File: config.mk
export PLATFORM = sky130hd
export DESIGN_NAME = running_median_two_heaps
export DESIGN_NICKNAME = d
export VERILOG_FILES = /design/src/sv/rmth_pkg.sv /design/src/sv/rmth_ram.sv /design/src/sv/running_median_two_heaps.sv
export VERILOG_INCLUDE_DIRS = /design/src /design/src/sv
export SDC_FILE = /design/constraint.sdc
export NUM_CORES = 2
export LEC_CHECK = 0
export BUFFER_PORTS_ARGS = -buffer_cell sky130_fd_sc_hd__buf_2
export CORE_ASPECT_RATIO = 1.4
export CORE_MARGIN = 3
export CORE_UTILIZATION = 50
export CTS_BUF_LIST = sky130_fd_sc_hd__clkbuf_4
export DETAILED_ROUTE_END_ITERATION = 6
export PLACE_DENSITY = 0.67
export SLEW_MARGIN = 20
export SYNTH_ARGS = -nofsm -noshare
export SYNTH_HDL_FRONTEND = slang
export SYNTH_SLANG_ARGS = --single-unit
File: constraint.sdc
create_clock -name clk -period 16.1 [get_ports clk]
set_input_delay 3.22 -clock clk [delete_from_list [all_inputs] [get_ports clk]]
set_output_delay 3.22 -clock clk [all_outputs]
set_load 0.05 [all_outputs]
File: src/sv/running_median_two_heaps_assert.svh
// ----------------------------------------------------------------------------
// Assertion macros for the running median block
// Concurrent checks that vanish when the design is synthesised.
// ----------------------------------------------------------------------------
`ifndef RUNNING_MEDIAN_TWO_HEAPS_ASSERT_SVH
`define RUNNING_MEDIAN_TWO_HEAPS_ASSERT_SVH
`ifndef SYNTHESIS
`define RMTH_ASSERT(lbl, ck, rs, prop, msg) \
  lbl: assert property (@(posedge ck) disable iff (rs) prop) else $error(msg);
`define RMTH_ASSERT_ALWAYS(lbl, ck, prop, msg) \
  lbl: assert property (@(posedge ck) prop) else $error(msg);
`else
`define RMTH_ASSERT(lbl, ck, rs, prop, msg)
`define RMTH_ASSERT_ALWAYS(lbl, ck, prop, msg)
`endif
`endif

File: src/sv/rmth_pkg.sv
// ----------------------------------------------------------------------------
// Running median package
// Sequencer states shared by the running median block.
// ----------------------------------------------------------------------------
package rmth_pkg;

  typedef enum logic [2:0] {
    ST_IDLE,
    ST_MV_RD,
    ST_MV_WAIT,
    ST_PS_RD,
    ST_PS_CMP,
    ST_TOP_RD,
    ST_TOP_WAIT,
    ST_OUT
  } state_t;

  localparam int unsigned COUNT_BITS = 9;

endpackage

File: src/sv/rmth_ram.sv
// ----------------------------------------------------------------------------
// Generic RAM
// One write port and one read port with registered read data.
// ----------------------------------------------------------------------------
module rmth_ram #(
  parameter int WIDTH = 16,
  parameter int DEPTH = 128,
  parameter int AW    = 7
) (
  input  logic             clk,
  input  logic             we,
  input  logic [AW-1:0]    waddr,
  input  logic [WIDTH-1:0] wdata,
  input  logic [AW-1:0]    raddr,
  output logic [WIDTH-1:0] rdata
);

  logic [WIDTH-1:0] mem [DEPTH];

  always_ff @(posedge clk) begin
    if (we) begin
      mem[waddr] <= wdata;
    end
    rdata <= mem[raddr];
  end

endmodule

File: src/sv/running_median_two_heaps.sv
// ----------------------------------------------------------------------------
// Running median over two sorted stores
// Keeps the lower half of the samples in an ascending memory and the upper
// half in a descending memory and returns twice the median after each sample.
//
//   Channel   Direction  tdata (low bit up)               tuser
//   s_        in         sample                           -
//   m_        out        median_x2, held_count            dropped
//
// A push walks its store from the top down, shifting each entry it passes up
// a slot, and writes the value where it stops; a top moving across adds a
// second push. The result is offered after both tops are read, or in the
// cycle after acceptance for a dropped sample. One transaction is in work at
// a time, and the next is taken in the cycle after the result is accepted.
// Reset empties both stores; memory contents need no clearing.
// ----------------------------------------------------------------------------
`include "running_median_two_heaps_assert.svh"

module running_median_two_heaps
  import rmth_pkg::*;
#(
  parameter int CAPACITY    = 256,
  parameter int SAMPLE_BITS = 16
) (
  input  logic clk,
  input  logic rst,
  input  logic s_tvalid,
  output logic s_tready,
  input  logic [((SAMPLE_BITS+7)/8)*8-1:0] s_tdata,  // sample
  output logic m_tvalid,
  input  logic m_tready,
  output logic [((SAMPLE_BITS+1+COUNT_BITS+7)/8)*8-1:0] m_tdata,  // median_x2, held_count
  output logic m_tuser  // dropped
);

  localparam int SB      = SAMPLE_BITS;
  localparam int MW      = SB + 1;
  localparam int DEPTH   = (CAPACITY + 1) / 2;
  localparam int AW      = (DEPTH > 1) ? $clog2(DEPTH) : 1;
  localparam int CW      = $clog2(DEPTH + 1);
  localparam int TW      = CW + 1;
  localparam int OW      = ((MW + COUNT_BITS + 7) / 8) * 8;

  state_t state, state_next;

  logic signed [SB-1:0] sample;
  logic signed [SB-1:0] val;
  logic [CW-1:0]        lc, uc, idx;
  logic                 cur_upper, push_upper, move_from_upper, second;
  logic signed [MW-1:0] median;
  logic                 dropped;

  logic          lo_we, up_we;
  logic [AW-1:0] lo_waddr, up_waddr, lo_raddr, up_raddr;
  logic [SB-1:0] lo_wdata, up_wdata, lo_rdata, up_rdata;

  logic signed [SB-1:0] s_in, rd_cur, lt, ut;
  logic signed [MW-1:0] s2, med_new;
  logic [TW-1:0]        total;
  logic                 full, shift, idx_zero;
  logic [CW-1:0]        idx_dec;

  assign s_in     = s_tdata[SB-1:0];
  assign s2       = {s_in, 1'b0};
  assign total    = TW'(lc) + TW'(uc);
  assign full     = total >= TW'(CAPACITY);
  assign rd_cur   = cur_upper ? up_rdata : lo_rdata;
  assign shift    = cur_upper ? (rd_cur < val) : (rd_cur > val);
  assign idx_zero = idx == '0;
  assign idx_dec  = idx - 1'b1;
  assign lt       = (lc != '0) ? signed'(lo_rdata) : '0;
  assign ut       = (uc != '0) ? signed'(up_rdata) : '0;

  always_comb begin
    if (lc == uc) begin
      med_new = {lt[SB-1], lt} + {ut[SB-1], ut};
    end else if (lc < uc) begin
      med_new = {ut, 1'b0};
    end else begin
      med_new = {lt, 1'b0};
    end
  end

  always_comb begin
    state_next = state;
    lo_we = 1'b0;
    up_we = 1'b0;
    lo_waddr = idx[AW-1:0];
    up_waddr = idx[AW-1:0];
    lo_wdata = val;
    up_wdata = val;
    lo_raddr = idx_dec[AW-1:0];
    up_raddr = idx_dec[AW-1:0];
    case (state)
      ST_IDLE: begin
        if (s_tvalid) begin
          if (full) begin
            state_next = ST_OUT;
          end else if (lc == '0 || lc == uc) begin
            state_next = ST_PS_RD;
          end else if ((lc < uc && s2 > median) || (lc > uc && s2 < median)) begin
            state_next = ST_MV_RD;
          end else begin
            state_next = ST_PS_RD;
          end
        end
      end
      ST_MV_RD: begin
        lo_raddr = AW'(lc - 1'b1);
        up_raddr = AW'(uc - 1'b1);
        state_next = ST_MV_WAIT;
      end
      ST_MV_WAIT: state_next = ST_PS_RD;
      ST_PS_RD: begin
        if (idx_zero) begin
          lo_we = !cur_upper;
          up_we = cur_upper;
          state_next = second ? ST_PS_RD : ST_TOP_RD;
        end else begin
          state_next = ST_PS_CMP;
        end
      end
      ST_PS_CMP: begin
        lo_we = !cur_upper;
        up_we = cur_upper;
        if (shift) begin
          lo_wdata = lo_rdata;
          up_wdata = up_rdata;
          state_next = ST_PS_RD;
        end else begin
          state_next = second ? ST_PS_RD : ST_TOP_RD;
        end
      end
      ST_TOP_RD: begin
        lo_raddr = AW'(lc - 1'b1);
        up_raddr = AW'(uc - 1'b1);
        state_next = ST_TOP_WAIT;
      end
      ST_TOP_WAIT: state_next = ST_OUT;
      ST_OUT: begin
        if (m_tready) begin
          state_next = ST_IDLE;
        end
      end
      default: state_next = ST_IDLE;
    endcase
  end

  always_ff @(posedge clk) begin
    if (rst) begin
      state <= ST_IDLE;
    end else begin
      state <= state_next;
    end
  end

  always_ff @(posedge clk) begin
    if (rst) begin
      lc <= '0;
      uc <= '0;
      second <= 1'b0;
      median <= '0;
      dropped <= 1'b0;
    end else begin
      case (state)
        ST_IDLE: begin
          sample <= s_in;
          val <= s_in;
          dropped <= full;
          second <= 1'b0;
          if (lc == '0 || (lc == uc && s2 <= median) || (lc < uc && s2 <= median)
              || (lc > uc && s2 < median)) begin
            push_upper <= 1'b0;
            cur_upper <= 1'b0;
            idx <= lc;
          end else begin
            push_upper <= 1'b1;
            cur_upper <= 1'b1;
            idx <= uc;
          end
          move_from_upper <= lc < uc;
        end
        ST_MV_WAIT: begin
          second <= 1'b1;
          cur_upper <= !move_from_upper;
          if (move_from_upper) begin
            val <= up_rdata;
            uc <= uc - 1'b1;
            idx <= lc;
          end else begin
            val <= lo_rdata;
            lc <= lc - 1'b1;
            idx <= uc;
          end
        end
        ST_PS_RD, ST_PS_CMP: begin
          if (state == ST_PS_CMP && shift) begin
            idx <= idx_dec;
          end else if (state == ST_PS_CMP || idx_zero) begin
            if (cur_upper) begin
              uc <= uc + 1'b1;
            end else begin
              lc <= lc + 1'b1;
            end
            if (second) begin
              second <= 1'b0;
              cur_upper <= push_upper;
              val <= sample;
              idx <= push_upper ? uc : lc;
            end
          end
        end
        ST_TOP_WAIT: median <= med_new;
        default: begin
        end
      endcase
    end
  end

  rmth_ram #(.WIDTH(SB), .DEPTH(DEPTH), .AW(AW)) u_lower (
    .clk(clk), .we(lo_we), .waddr(lo_waddr), .wdata(lo_wdata),
    .raddr(lo_raddr), .rdata(lo_rdata)
  );

  rmth_ram #(.WIDTH(SB), .DEPTH(DEPTH), .AW(AW)) u_upper (
    .clk(clk), .we(up_we), .waddr(up_waddr), .wdata(up_wdata),
    .raddr(up_raddr), .rdata(up_rdata)
  );

  assign s_tready = state == ST_IDLE;
  assign m_tvalid = state == ST_OUT;
  assign m_tuser  = dropped;
  assign m_tdata  = OW'({COUNT_BITS'(total), median});

  `RMTH_ASSERT(a_balance, clk, rst, (lc == uc) || (lc == uc + 1'b1) || (uc == lc + 1'b1),
    "store sizes differ by more than one")
  `RMTH_ASSERT(a_one_at_a_time, clk, rst, !(s_tready && m_tvalid),
    "input taken while a result waits")
  `RMTH_ASSERT(a_drop_full, clk, rst, (m_tvalid && m_tuser) |-> full,
    "dropped flag without full stores")
  `RMTH_ASSERT(a_depth, clk, rst, (lc <= CW'(DEPTH)) && (uc <= CW'(DEPTH)),
    "store count beyond depth")

endmodule
* Word-level counts from Yosys, hierarchy flattened
Memories as Yosys holds them, arrays and structs flattened. A register that Yosys moved wholly into a read port is not among the register bits.
Index checks and enable logic that the tools add are counted.
** Storage, ports and cells
- Memories kept :: 2
- Bits of input ports :: 20
- Register bits :: 81
- Word-level logic and storage cells :: 137
- Bits in writable memories :: 4096
** Memory list
- u_lower.mem :: words 128, bits a word 16, read ports 1, clocked after Yosys merged registers in 1, write ports 1, line rmth_ram.sv:18 : logic [WIDTH-1:0] mem [DEPTH];
- u_upper.mem :: words 128, bits a word 16, read ports 1, clocked after Yosys merged registers in 1, write ports 1, line rmth_ram.sv:18
** Operators by class
- Equality and inequality tests :: 19
- Mux-type cells :: 59
- Bitwise gates (word level) :: 1
- $add $sub $neg :: 7
- Magnitude comparators :: 8
- Reduce and logical (&&, ||, !) cells :: 29
** Operators by type and width (count)
- $mux W16 :: 11
- $mux W8 :: 14
- $pmux W16 S3 :: 1
- $mux W17 :: 2
- $pmux W8 S2 :: 2
- $pmux W3 S8 :: 1
- $pmux W8 S3 :: 1
- $sub A8 B1 Y8 const B :: 3
- $mux W3 :: 6
- $add A16 B16 Y17 :: 1
- $gt A17 B17 Y1 :: 1
- $le A17 B17 Y1 :: 1
- $lt A17 B17 Y1 :: 1
- $add A8 B1 Y8 const B :: 2
- $gt A16 B16 Y1 :: 1
- $logic_not A8 Y1 :: 2
- $lt A16 B16 Y1 :: 1
- $ne A2 B2 Y1 const B :: 8
- $reduce_bool A8 Y1 :: 2
- $reduce_and A5 Y1 :: 3
- $mux W7 :: 2
- $mux W1 :: 13
- $eq A3 B3 Y1 const B :: 4
- $add A8 B8 Y9 :: 1
- 22 further kinds :: 39

* Longest topological paths before layout
- Depth in word-level cells :: 8
- Gate-level depth with buffers :: 19
- Depth with buffers taken out :: 16

* Hierarchy
Synthesis repeated with hierarchy kept, for this count alone.
** Unflattened totals
- Cells, all modules :: 7143
- Area, all modules :: 165013.3 µm²
** Modules (own cells, without submodules)
- rmth_ram :: cells an instance 3086, instances 2, sequential area each 61819.3 µm², area an instance 78522.8 µm²
- running_median_two_heaps :: cells an instance 971, instances 1, sequential area each 2052.0 µm², area an instance 7967.6 µm²

* Worst setup path after synthesis
No wires, ideal clock.
- Path kind :: register -> register
- Start :: register cur_upper
- End :: memory u_lower.mem[0][10], data pin
- Arrival :: 8.325 ns
- Clock period less this slack :: 9.522 ns
- Cell stages (with the launch flop) :: 14
- Slack :: 6.578 ns
- Path through :: edfxtp_1 -> buf_1 -> buf_1 -> mux2_2 -> ha_1 -> and4_1 -> nand4_1 -> a211o_1 -> and4_1 -> a211oi_1 -> nor3_1 -> clkbuf_1 -> clkbuf_1 -> o21ai_0
** Between the ends
- Cells in the longest elaborated chain, start to end :: 5
- Elaborated cells between the ends (all ways) :: 6
- Classes of those cells :: order compare: 2; mux: 4
** RTL lines
- start, declared :: line running_median_two_heaps.sv:49 : logic cur_upper, push_upper, move_from_upper, second;
- start signal, assigned :: line running_median_two_heaps.sv:185 : cur_upper <= !move_from_upper;
- start signal, assigned :: line running_median_two_heaps.sv:207 : cur_upper <= push_upper;
- $mux W16 :: line running_median_two_heaps.sv:67 : assign rd_cur = cur_upper ? up_rdata : lo_rdata;
- $gt A16 B16 Y1 or $lt A16 B16 Y1 (tied branches) :: line running_median_two_heaps.sv:68 : assign shift = cur_upper ? (rd_cur < val) : (rd_cur > val);
- $mux W1 * :: line running_median_two_heaps.sv:68
- $mux W16 * :: line running_median_two_heaps.sv:126 : if (shift) begin
- $mux W16 * :: line running_median_two_heaps.sv:94 : case (state)
- via lo_wdata[10] :: line running_median_two_heaps.sv:55 : logic [SB-1:0] lo_wdata, up_wdata, lo_rdata, up_rdata;
- end, declared :: line rmth_ram.sv:18
Mark *: on every way through the listed nets, which the timed path passes. The rest lies on a longest branch.

* Worst setup path in the final report
- Start :: register idx[0]
- End :: register u_lower.rdata[1], read port of u_lower.mem
** Between the ends
- Cells in the longest elaborated chain, start to end :: 2
** RTL lines
- start, declared :: line running_median_two_heaps.sv:48 : logic [CW-1:0] lc, uc, idx;
- start signal, assigned :: line running_median_two_heaps.sv:175 : idx <= lc;
- start signal, assigned :: line running_median_two_heaps.sv:179 : idx <= uc;
- start signal, assigned :: line running_median_two_heaps.sv:189 : idx <= lc;
- $sub A8 B1 Y8 :: line running_median_two_heaps.sv:70 : assign idx_dec = idx - 1'b1;
- $mux W7
- end, declared :: line rmth_ram.sv:15 : output logic [WIDTH-1:0] rdata
No other way between the ends.
A chain may end at the register's enable or synchronous reset.

==> reports/qor.yml <==
status: "completed"
reg2reg_depth: 12
cts_sinks: 4209
slew_viol_final: 0
cts_setup_buffers: 0
tritoncts: "yes"
hp-class: "reg2reg"
numCtsBuffers: 932
grt_pass1_wl_um: 639000
hpwl_um: 267000
min_period_over_period_pct: 46.5
tns_ns: 0
die_width_um: 490
ant_nets: 0
routedWlPerCell_um: 30.4
dpl_cell_area_um2: 172000
reg2reg_from: "idx[0]"
h-tree-depth: 6
post_drt_via_cell_ratio: 6.17
synthDistinctLibCells: 82
worst_skew_pair.late_latency_ns: 1.53
skew_ns: 0.224
synth-edff-count: 4139
drt-initial-drc-count: 10000
path_clk_slew_ns: 0.08
rsz0062_at_grt: "no"
maxCapViolCount: 0
yosys_most_used_dff: "edfxtp_1"
yosysMostFrequentCell: "edfxtp_1"
floorplan.initialDensity_pct: 50.3
hold_violations: 0
dp_worst_setup_slack_ns: 8.65
worstMarginPinSlew_ns: 1.26
yosysSeqAreaShare_pct: 76.5
regToRegSetupSlack_ns: 8.61
yosys-top-cells-area: "edfxtp_1, mux4_2, a22oi_1, nand2_1, a21oi_1"
port_buffers: 48
slew_headroom_pct: 16.0
totalWireLength_um: 445000
syn2layout_area_growth_pct: 12.3
coreArea_um2: 326000
required_ns: 17.47
end_kind: "flip-flop"
grt.overflow.total: 0
grt_pass1_vias: 91900
min_from: "median[0]"
final_cells: 14600
worstPathArrival_ns: 8.86
grt_max_degree: 129
synthCells: 8560
clockRootBuffer: "clkbuf_4"
layout_setup_ws_ns: 8.61
grt_antenna_before_repair: 29
synth_top_area_cell: "edfxtp_1"
syn_area_um2: 164000
worstHoldPathCells: 2
gp_congestion: 0.894
dp_cells: 12900
hold_end: "median[0]"
dr.pass1.iters: 6
fin_crit_ns: 7.49
netlist_top_cells_count: "edfxtp_1, mux4_2, nand2_1"
synth-async-reset-ratio_pct: 0
rr_endpoint: "u_lower.rdata[1]"
setup_viol: 0
die_area_um2: 335000
die_h_um: 684
clock_path_buffers: 4
ctsHoldBuffers: 0
drive_above_1_share_pct: 29.3
io_pins: 55
critPathLaunchType: "flip-flop"
avgSynthCellArea_um2: 19.2
synth_top_area_share_pct: 75.7
vias: 90400
drc: 0
layout.nets: 9600
final_cell_area_um2: 185000
worst-setup-path-type: "reg2reg"
cts_resized: 0
fmaxAchievable_mhz: 134
path_max_fanout: 68
grt_usage_pct: 26.1
synth-seq-cells: 4209
synth_warnings: 0
num_rows: 248
-- through the flow --
step | utilization (%) | hold slack (ns)
final | 56.5 | 0.492
after global routing | 56.5 | 0.483
after CTS | 56.4 | 0.447
after detailed placement | 52.8 | 0.469
after global placement | 52.7 | 0.461
after floorplan | - | 0.479
-- worst max-delay path, cell delays in order (launching register included) --
cell	delay, ns
edfxtp_1	0.69
clkinv_1	0.44
ha_1	0.57
mux2i_4	0.65
buf_4	0.74
buf_4	0.76
buf_4	0.86
buf_4	0.60
mux4_2	0.38
a22oi_1	0.37
a21oi_1	0.13
nor4_1	0.80
nand3_1	0.17
-- state kept, by name, summed over array words and instances (netlist names), 3 cells and up --
name and flops:
u_upper.mem 2048, sample 16, uc 8, u_lower.rdata 16, u_upper.rdata 16, median 17, idx 8, state 3
val 16, u_lower.mem 2048, lc 8
-- logic make-up (layout without fill, tap and decap cells) --
family | Yosys count | in the layout | share of synthesized area, %
buffers and inverters | 592 | 2264 | 1.50
other | 1 | 34 | 0.00228
adder cells (fa/ha/maj) | 71 | 71 | 0.550
AO/OA/AOI/OAI | 1270 | 1270 | 5.19
XOR/XNOR | 27 | 27 | 0.144
AND/OR/NAND/NOR | 1461 | 1461 | 3.86
multiplexers | 929 | 929 | 12.2
flip-flops | 4209 | 4209 | 76.5
-- worst max-delay path by stage --
stage,startpoint,end,slack [ns],depth (start not counted)
after detailed placement,idx[0],u_lower.rdata[1],8.65,12
after CTS,state[1],u_lower.rdata[11],8.68,11
final,idx[0],u_lower.rdata[1],8.61,12
after floorplan,cur_upper,u_lower.mem[0][10],6.58,13
after global routing,idx[0],u_lower.rdata[1],8.44,12
after global placement,state[1],u_upper.rdata[0],7.40,10
-- layout make-up --
type / count / area (um^2)
clock inverter: 308 / 1750
clock buffer: 1354 / 10200
sequential: 4209 / 126000
fill: 24900 / 142000
timing repair buffer: 543 / 4170
inverter: 59 / 221
multi-input combinational: 3764 / 37000
antenna: 28 / 70.1
tap: 4375 / 5470
-- metal layers --
layer	vias to the layer above	routed length (um)	global-route usage, %
li1	37700	-	-
met1	46900	153000	31.3
met2	4729	225000	43.8
met3	973	39300	5.93
met4	18	27900	14.9
met5	-	127	0
-- placed cells by master, fill, tap and decap left out, drive strengths merged, types with 69 or more instances in the layout --
master	n
buf	542
clkinv	269
a221oi	98
nand2	676
mux4	857
ha	69
clkbuf	1354
nor2	350
nand3	209
a22oi	403
edfxtp	4139
a21oi	428
inv	71
o21ai	112
dfxtp	70
Power is not shown: default switching activity piles up to over one toggle a cycle in this logic, so the estimate is an artifact.
